**src/hdl/uht_pkg.sv**
```systemverilog
// Shared types and constants for the unique-id handle table.
package uht_pkg;

    localparam int TABLE_DEPTH = 64;
    localparam int DATA_BITS   = 64;
    localparam int IDX_W       = $clog2(TABLE_DEPTH);
    localparam int CNT_W       = $clog2(TABLE_DEPTH + 1);
    localparam int UID_W       = 32;
    localparam int LIMIT_W     = 7;

    localparam logic [LIMIT_W-1:0] LIMIT_RESET = LIMIT_W'(64);
    localparam logic [UID_W-1:0]   UID_FIRST   = UID_W'(1);
    localparam logic [UID_W-1:0]   UID_LAST    = '1;

    typedef logic [1:0] t_op;
    localparam t_op OP_ADD = 2'd0;
    localparam t_op OP_GET = 2'd1;
    localparam t_op OP_REM = 2'd2;
    localparam t_op OP_NOP = 2'd3;

    typedef struct packed {
        t_op                  op;
        logic                 zero_uid;
        logic [UID_W-1:0]     uid;
        logic [DATA_BITS-1:0] data;
    } t_cmd;

endpackage

```
**src/hdl/uht_front.sv**
```systemverilog
// Front end: accepts items, classifies them and queues them for the engine.
module uht_front import uht_pkg::*; (
    input  logic        i_clk,
    input  logic        i_rst_n,
    input  logic        push,
    output logic        full,
    input  logic [1:0]  i_mode,
    input  logic [31:0] i_lookup_uid,
    input  logic [63:0] i_entry_data_in,
    output logic        o_cmd_valid,
    output t_cmd        o_cmd,
    input  logic        i_cmd_take
);

    // two-entry queue
    t_cmd        r_q [2];
    logic        r_wr_ptr, n_wr_ptr;
    logic        r_rd_ptr, n_rd_ptr;
    logic [1:0]  r_cnt, n_cnt;
    logic        w_push, w_take;
    t_cmd        w_cmd;

    always_comb begin
        w_cmd.op       = t_op'(i_mode);
        w_cmd.zero_uid = (i_lookup_uid == '0);
        w_cmd.uid      = i_lookup_uid;
        w_cmd.data     = i_entry_data_in[DATA_BITS-1:0];
    end

    assign full        = (r_cnt == 2'd2);
    assign w_push      = push && !full;
    assign o_cmd_valid = (r_cnt != 2'd0);
    assign w_take      = i_cmd_take && o_cmd_valid;
    assign o_cmd       = r_q[r_rd_ptr];

    always_comb begin
        n_wr_ptr = r_wr_ptr ^ w_push;
        n_rd_ptr = r_rd_ptr ^ w_take;
        n_cnt    = r_cnt + 2'(w_push) - 2'(w_take);
    end

    always_ff @(posedge i_clk) begin
        if (!i_rst_n) begin
            r_wr_ptr <= 1'b0;
            r_rd_ptr <= 1'b0;
            r_cnt    <= 2'd0;
        end else begin
            r_wr_ptr <= n_wr_ptr;
            r_rd_ptr <= n_rd_ptr;
            r_cnt    <= n_cnt;
        end
    end

    always_ff @(posedge i_clk) begin
        if (w_push) begin
            r_q[r_wr_ptr] <= w_cmd;
        end
    end

endmodule

```
**config.mk**
```make
export PLATFORM = sky130hd
export DESIGN_NAME = uht_front
export DESIGN_NICKNAME = d
export VERILOG_FILES = /design/src/hdl/uht_pkg.sv /design/src/hdl/uht_front.sv
export SDC_FILE = /design/constraint.sdc
export NUM_CORES = 1
export LEC_CHECK = 0
export BUFFER_PORTS_ARGS = -buffer_cell sky130_fd_sc_hd__buf_4
export CORE_AREA = 2 2 130 132
export DETAILED_ROUTE_END_ITERATION = 16
export DIE_AREA = 0 0 132 134
export PLACE_DENSITY = 0.74
export SLEW_MARGIN = 20
export SYNTH_ARGS = -nofsm -noshare
export SYNTH_HDL_FRONTEND = slang
export SYNTH_SLANG_ARGS = --single-unit
```
**constraint.sdc**
```tcl
create_clock -name i_clk -period 3.4 [get_ports i_clk]
set_input_delay 0.17 -clock i_clk [delete_from_list [all_inputs] [get_ports i_clk]]
set_output_delay 0.17 -clock i_clk [all_outputs]
set_load 0.01 [all_outputs]
```
# ---- After elaboration in Yosys (flattened, before gate mapping)
# Memories as Yosys holds them, arrays and structs flattened. A register that Yosys moved wholly into a read port is not among the register bits.
# Index checks and enable logic that the tools add are counted.
dict set report totals {
  reg_bits 4
  mem_bits_rw 198
  in_bits 102
  output_inout_bits 101
  n_memories 1
}
# name depth width rd rd_clocked_by_memory_dff write_ports line
set memory_table {}
lappend memory_table {r_q 2 99 1 1 1 uht_front.sv:16} ;# t_cmd r_q [2];
dict set report op_classes {
  n_addsub 2
  eq_ne 1
  muxes 3
  bitwise 2
  n_reduce_logical 5
}
# operator n
set op_table {}
lappend op_table {{$logic_not 32->1} 1}
lappend op_table {{$mux 1} 3}
lappend op_table {{$add 2x1->2} 1}
lappend op_table {{$eq 2x2->1 const B} 1}
lappend op_table {{$logic_and 1x1->1} 2}
lappend op_table {{$reduce_bool 2->1} 1}
lappend op_table {{$sub 2x1->2} 1}
lappend op_table {{$xor 1x1->1} 2}
lappend op_table {{$logic_not 1->1} 1}

# ---- Depth between registers and ports, before layout
# Gate-level depths: netlist of run 1.
dict set report depth {
  ltp_word 5
  depth_mapped 8
}

# ---- Worst setup path before layout of run 1
# OpenSTA, ideal clock, no wires.
dict set report synth_timing {
  path_type {reg2reg}
  from {register r_cnt[0]}
  to {memory r_q[1][0] (netlist bit), enable pin}
  setup_time_ps 470
  arrival_ps 2936
  required_time_ps 2930
  slack_ps -5
  path_stages_with_launch 5
  path_buffers 0
  path_cell_list {dfxtp_1 > nand2b_1 > nand2_1 > inv_1 > ha_1}
}
dict set report synth_via {
  elab_chain_len 5
}
# item line
set synth_lines {}
lappend synth_lines {{from (decl)} uht_front.sv:19} ;# logic [1:0] r_cnt, n_cnt;
lappend synth_lines {{from (signal assigned)} uht_front.sv:50} ;# r_cnt <= n_cnt;
lappend synth_lines {{$eq 2x2->1} uht_front.sv:30} ;# assign full = (r_cnt == 2'd2);
lappend synth_lines {{$logic_not 1->1} uht_front.sv:31} ;# assign w_push = push && !full;
lappend synth_lines {{$logic_and 1x1->1} uht_front.sv:31}
lappend synth_lines {{$mux 1} uht_front.sv:55} ;# if (w_push) begin
lappend synth_lines {{$mux 1 (not written as such)} uht_front.sv:56} ;# r_q[r_wr_ptr] <= w_cmd;
lappend synth_lines {{to (decl)} uht_front.sv:16}
# Every way passes these cells.

==> run summary, run 1 <==
DIE WIDTH: 132 um
Largest net degree at the start of global routing: 58
Filler Cells Inserted: 1,077
CTS tree: built
Clock Path Buffers: 3
Drc violations: 0
Pwr dens: 670 nW/um^2
Clock Skew: 0.00668 ns
RSZ-0062 raised after global routing: no
Initial antenna violation count: 0
Syn nets: 450
CP max stage delay: 0.72 ns
Core area: 16,300 um^2
Row cnt: 47
Flops & latches, synth: 203
DRT iter0 DRCs: 186
RR Endpoint: r_q[1][64]$_DFFE_PP_
Clock Sinks: 203
Number of CTS-inserted buffers: 21
Util after Layout: 66.9%
1st-pass router iterations: 4
Vias per inst: 4.80
Grt total ovfl: 0
Most frequent cells in the layout: buf_4, edfxtp_1, dlygate4sd3_1
Root Buffer: clkbuf_16
Area Growth Syn to Fin: 45.5%
Nets: 767
Worst r2r path cells: 5
Final Wtd Congestion: 0.738
Multi-input gate area: 1380 um^2
Cell Chain, Critical Path: buf_12 -> mux2_2 -> buf_4
Max-cap viol count: 0
Initial Utilization: 45.9%
Final Max Tran Viols: 0
Post-DR wirelength/cell: 17.3 um
Vias in the first global route: 4,497
Reg-to-Reg Start: r_cnt[0]$_SDFF_PN0_
Worst-skew pair later-pin latency: 0.47 ns
Setup WS post-layout: 1.02 ns
First-pass GRT wire length: 23,200 um
Final setup vio count: 0
Final hold violations: 0
# H-tree levels: 1
Hold Crit Class: input port to flip-flop
Clock-pin slew on the worst setup and hold paths: 0.06 ns
Crit path to: o_cmd[28]
Post-synth cell types: 18
CP max-delay cell: dfxtp_4
CP endpoint kind: output port
CTS resizes: 0
Max FO, Critical Path: 57
Syn Area/Cell: 21.8 um^2
DP Worst Slack: 1.30 ns
Worst rel slew slack: 54.5%
Synthesized area: 7480 um^2
Post-detail-place hpwl: 9430 um
Commonest non-fill, non-tap cell in the layout: buf_4
Worst vdd ir: 0.481 mV
Max Clk Rate: 421 MHz
# IOs: 203
Total track usage: 16.6%
N_diodes: 0
Worst path required time: 3.23 ns
Die H: 134 um
DRT Wirelength: 15,400 um
IO Port Bufs: 202
Worst slew pin tran: 0.683 ns
Reg area: 6050 um^2
FF-to-FF setup slack: 1.34 ns
WS Path Type: flip-flop to output port
Arr. time, crit path: 2.21 ns
Tmin final: 2.38 ns
Share of cells above drive strength 1: 50.3%
Final cycle utilization of the critical path: 69.9%
Status: completed
Leak: 4.09 nW
Synthesis Warnings: 0
Antenna viol nets, final: 0
Die area: 17,700 um^2
Synth Instances: 344
CP Launch Type: flip-flop
Routed vias: 4,276
Sequential area share after synthesis: 80.8%
how the worst min path moves through the flow:
stage               slack, ns  cells after the start           startpoint                   end
floorplan                0.27                      0   i_entry_data_in[0]   r_q[0][0]$_DFFE_PP_
global placement         0.36                      1  i_entry_data_in[39]  r_q[0][39]$_DFFE_PP_
detailed placement       0.36                      1  i_entry_data_in[10]  r_q[1][10]$_DFFE_PP_
CTS                      0.15                      4           i_cmd_take             flip-flop
global route             0.15                      4           i_cmd_take             flip-flop
finish                   0.16                      4           i_cmd_take             flip-flop
where the power goes:
group | switching (mW) | internal, mW
sequential | 0.145 | 3.18
clock | 0.822 | 1.18
combinational | 0.889 | 1.08
total | 1.86 | 5.44
state kept, by name, summed over array words and instances, names as in the netlist, named ones only:
register  count
r_rd_ptr      1
r_cnt         2
r_q         198
r_wr_ptr      1
metal layers:
layer  vias up  share of wire, %  track usage, %  wire [um]
li1       1994                 -               -          -
met1      2092                42            21.4       6540
met2       166                49            28.2       7540
met3        24               6.2            3.70        961
met4         0               2.3            5.50        358
met5         -                 0               0          0
cell families after synthesis:
kind of cell / Yosys count / synth area share [%]
xor gates and xnor gates: 3 / 0.351
DFF: 203 / 80.8
AOI/OAI and AO/OA: 1 / 0.100
adders and majority gates: 4 / 0.669
and+or+nand+nor: 19 / 1.52
buffers and inverters: 15 / 1.19
muxes: 99 / 15.4
what timing repair did:
action / 4_1_cts / 5_1_grt
hold buffers: 99 / 0
setup buffers: 0 / 0
setup endpoints to repair: 0 / 0
hold endpoints to repair: 201 / 0
stage by stage:
| step | setup TNS (ns) | cells | area [um^2] | total power [mW] | hold WS, ns |
|---|---|---|---|---|---|
| final | 0 | 890 | 10900 | 7.29 | 0.162 |
| after global routing | 0 | 890 | 10900 | 7.60 | 0.150 |
| after CTS | 0 | 890 | 10900 | 7.37 | 0.146 |
| after detailed placement | 0 | 759 | 9300 | 5.26 | 0.358 |
| after global placement | 0 | 759 | 9300 | 5.22 | 0.356 |
| after floorplan | -1.08 | 344 | 7480 | 4.38 | 0.269 |
final cells by class:
class	instances	area share, %
timing repair buffer	305	23.6
clock buffer	27	5.31
sequential	203	55.5
clock inverter	5	0.218
inverter	4	0.138
multi-input combinational	126	12.6
tap	220	2.53
critical path, delay by kind of cell (launching register included):
family                 cells  cell delay [ns]
flip-flops                 1             0.72
multiplexers               1             0.42
buffers and inverters      2             0.54
synth_stat cells, drive strengths merged:
master,instances,area (um^2)
edfxtp,198,5950
mux2,99,1150
buf,11,73.8
nor4,8,50.1
dfxtp,5,100
ha,4,50.1
inv,4,15.0
nor2b,3,18.8
xnor2,3,26.3
and2,2,12.5
nand4,2,12.5
nand2,1,3.75
nand2b,1,6.26
nor2,1,3.75
o21a,1,7.51
or2,1,6.26
Power figures use the tool's default switching activity.
==> run 2: changes to the inputs <==
- CORE_AREA: 2 2 130 132 -> 2 2 123 125
- DIE_AREA: 0 0 132 134 -> 0 0 125 127
- PLACE_DENSITY: 0.74 -> 0.79
- clock period: 3.4 -> 2.4 ns (I/O delays scaled with it)
==> run summary, run 2 (synthesis gave the netlist of run 1 again) <==
Status: completed
Register name with the most flops: r_q
Hold Crit Class: input port to flip-flop
Largest register FFs: 198 (unchanged)
Routed vias: 4,315 (+0.91%)
CP max-delay cell: dfxtp_4
Die H: 127 um (-5.2%)
Final setup vio count: 0 (unchanged)
Max-cap viol count: 0 (unchanged)
Pwr dens: 967 nW/um^2 (+44%)
IO Port Bufs: 202 (unchanged)
Util after Layout: 75.9% (+9.0 points)
Comb pwr share: 26.9% (about the same)
Final hold violations: 0 (unchanged)
Clock Sinks: 203 (unchanged)
Worst rel slew slack: 71.9% (+17 points)
Worst-skew pair later-pin latency: 0.47 ns (about the same)
Nets: 769 (+0.26%)
Clock Skew: 0.00815 ns (+0.00146 ns)
DP Worst Slack: 0.576 ns (-0.724 ns)
CP max stage delay: 0.57 ns (-0.15 ns)
Drc violations: 0 (unchanged)
Worst path required time: 2.28 ns (-0.95 ns)
Post-detail-place hpwl: 9580 um (+1.6%)
Number of CTS-inserted buffers: 20 (-4.8%)
Largest registers: r_q (198), r_cnt (2)
Grt total ovfl: 0 (unchanged)
CP Launch Type: flip-flop
Root Buffer: clkbuf_16
WS Path Type: flip-flop to output port
CTS resizes: 0 (unchanged)
Worst slew pin tran: 0.417 ns (-0.266 ns)
Arr. time, crit path: 1.95 ns (-0.26 ns)
Clock Path Buffers: 3 (unchanged)
Initial Utilization: 51.9% (+5.9 points)
Row cnt: 44 (-6.4%)
1st-pass router iterations: 5 (+1)
Core area: 14,400 um^2 (-11%)
Largest net degree at the start of global routing: 54 (-6.9%)
Total power: 10.6 mW (+45%)
Tmin final: 2.07 ns
Share of cells above drive strength 1: 50.1% (-0.15 points)
CTS tree: built
First-pass GRT wire length: 24,100 um (+4.0%)
DRT iter0 DRCs: 201 (+8.1%)
Antenna viol nets, final: 0 (unchanged)
Clock-pin slew on the worst setup and hold paths: 0.06 ns (about the same)
Final Max Tran Viols: 0 (unchanged)
Total track usage: 19.2% (+2.5 points)
Commonest non-fill, non-tap cell in the layout: buf_4
Buf/Inv on CP: 2 (unchanged)
Max Clk Rate: 482 MHz
Clk network pwr share: 28.9% (+1.4 points)
Vias in the first global route: 4,746 (+5.5%)
Max FO, Critical Path: 53 (-7.0%)
Filler Cells Inserted: 824 (-23%)
Area Growth Syn to Fin: 46.2%
Internal power: 7.91 mW (+46%)
CP endpoint kind: output port
Sw Ratio: 25.2% (-0.28 points)
DRT Wirelength: 15,700 um (+2.3%)
Cell Chain, Critical Path: buf_12 -> mux2_2 -> buf_4
DIE WIDTH: 125 um (-5.3%)
Leak: 4.13 nW (+0.82%)
Most frequent cells in the layout: buf_4, edfxtp_1, dlygate4sd3_1
Switch Pwr: 2.66 mW (+43%)
Final cycle utilization of the critical path: 86.4%
Vias per inst: 5.01 (+4.3%)
Final Wtd Congestion: 0.762 (+3.2%)
Crit path max-delay family: flip-flops
Initial antenna violation count: 0 (unchanged)
# IOs: 203 (unchanged)
Setup TNS: 0 ns (unchanged)
Worst vdd ir: 0.689 mV (+43%)
Setup WS post-layout: 0.325 ns (-0.698 ns)
Post-DR wirelength/cell: 18.3 um (+5.7%)
Seq pwr share: 44.2% (-1.3 points)
Die area: 15,900 um^2 (-10%)
# H-tree levels: 1 (unchanged)
FF-to-FF setup slack: 0.57 ns (-0.77 ns)
RSZ-0062 raised after global routing: no
## run 2: power groups by stage
stage / Combinational (mW) / Sequential (mW) / Clock, mW
final: 2.84 / 4.68 / 3.06
after global routing: 3.04 / 4.73 / 3.25
after CTS: 2.88 / 4.68 / 3.12
after detailed placement: 2.73 / 4.75 / 0
after global placement: 2.69 / 4.71 / 0
after floorplan: 1.50 / 4.70 / 0
## run 2: area by class of cell
type / count / area, um^2 / share of cell area (%)
diodes: 1 / 2.50 / 0.0229
flip-flops and latches: 203 / 6050 / 55.3
multi-input cells: 126 / 1380 / 12.6
well taps: 184 / 230 / 2.10
repair buffers: 308 / 2620 / 24.0
clock inverters: 5 / 77.6 / 0.709
inverters: 4 / 15.0 / 0.137
clock buffers: 30 / 569 / 5.20
## run 2: final timing paths
check | depth (start not counted) | from | to
worst max-delay path | 3 | flip-flop | o_cmd[21]
worst min-delay path | 4 | i_cmd_take | flip-flop
worst min register to register | 2 | r_rd_ptr$_SDFF_PN0_ | flip-flop
worst max register to register | 5 | r_cnt[0]$_SDFF_PN0_ | r_q[0][5]$_DFFE_PP_
## run 2: stage by stage
step / area, um^2 / hold slack [ns] / cells
finish: 10900 / 0.103 / 861
global route: 10900 / 0.118 / 860
CTS: 10900 / 0.0930 / 860
detailed placement: 9300 / 0.308 / 726
global placement: 9300 / 0.305 / 726
floorplan: 7480 / 0.219 / 344
## run 2: metal layers
layer,wire length (um),vias up,part of all wire [%],global-route usage (%)
met2,8170,182,52,34.7
li1,-,2004,-,-
met3,1320,23,8.4,5.65
met4,244,0,1.5,4.97
met5,0,-,0,0
met1,6020,2106,38,22.6
## run 2: worst reg2reg max path, cell delays in order (launching register included)
cell	delay (ns)
dfxtp_1	0.37
nand2b_1	0.15
nand2_1	0.08
inv_1	0.15
ha_4	0.42
buf_12	0.32
## run 2: repair_timing
item	CTS	global route
hold buffers	99	0
buffers inserted	0	0
hold endpoints to repair	201	0
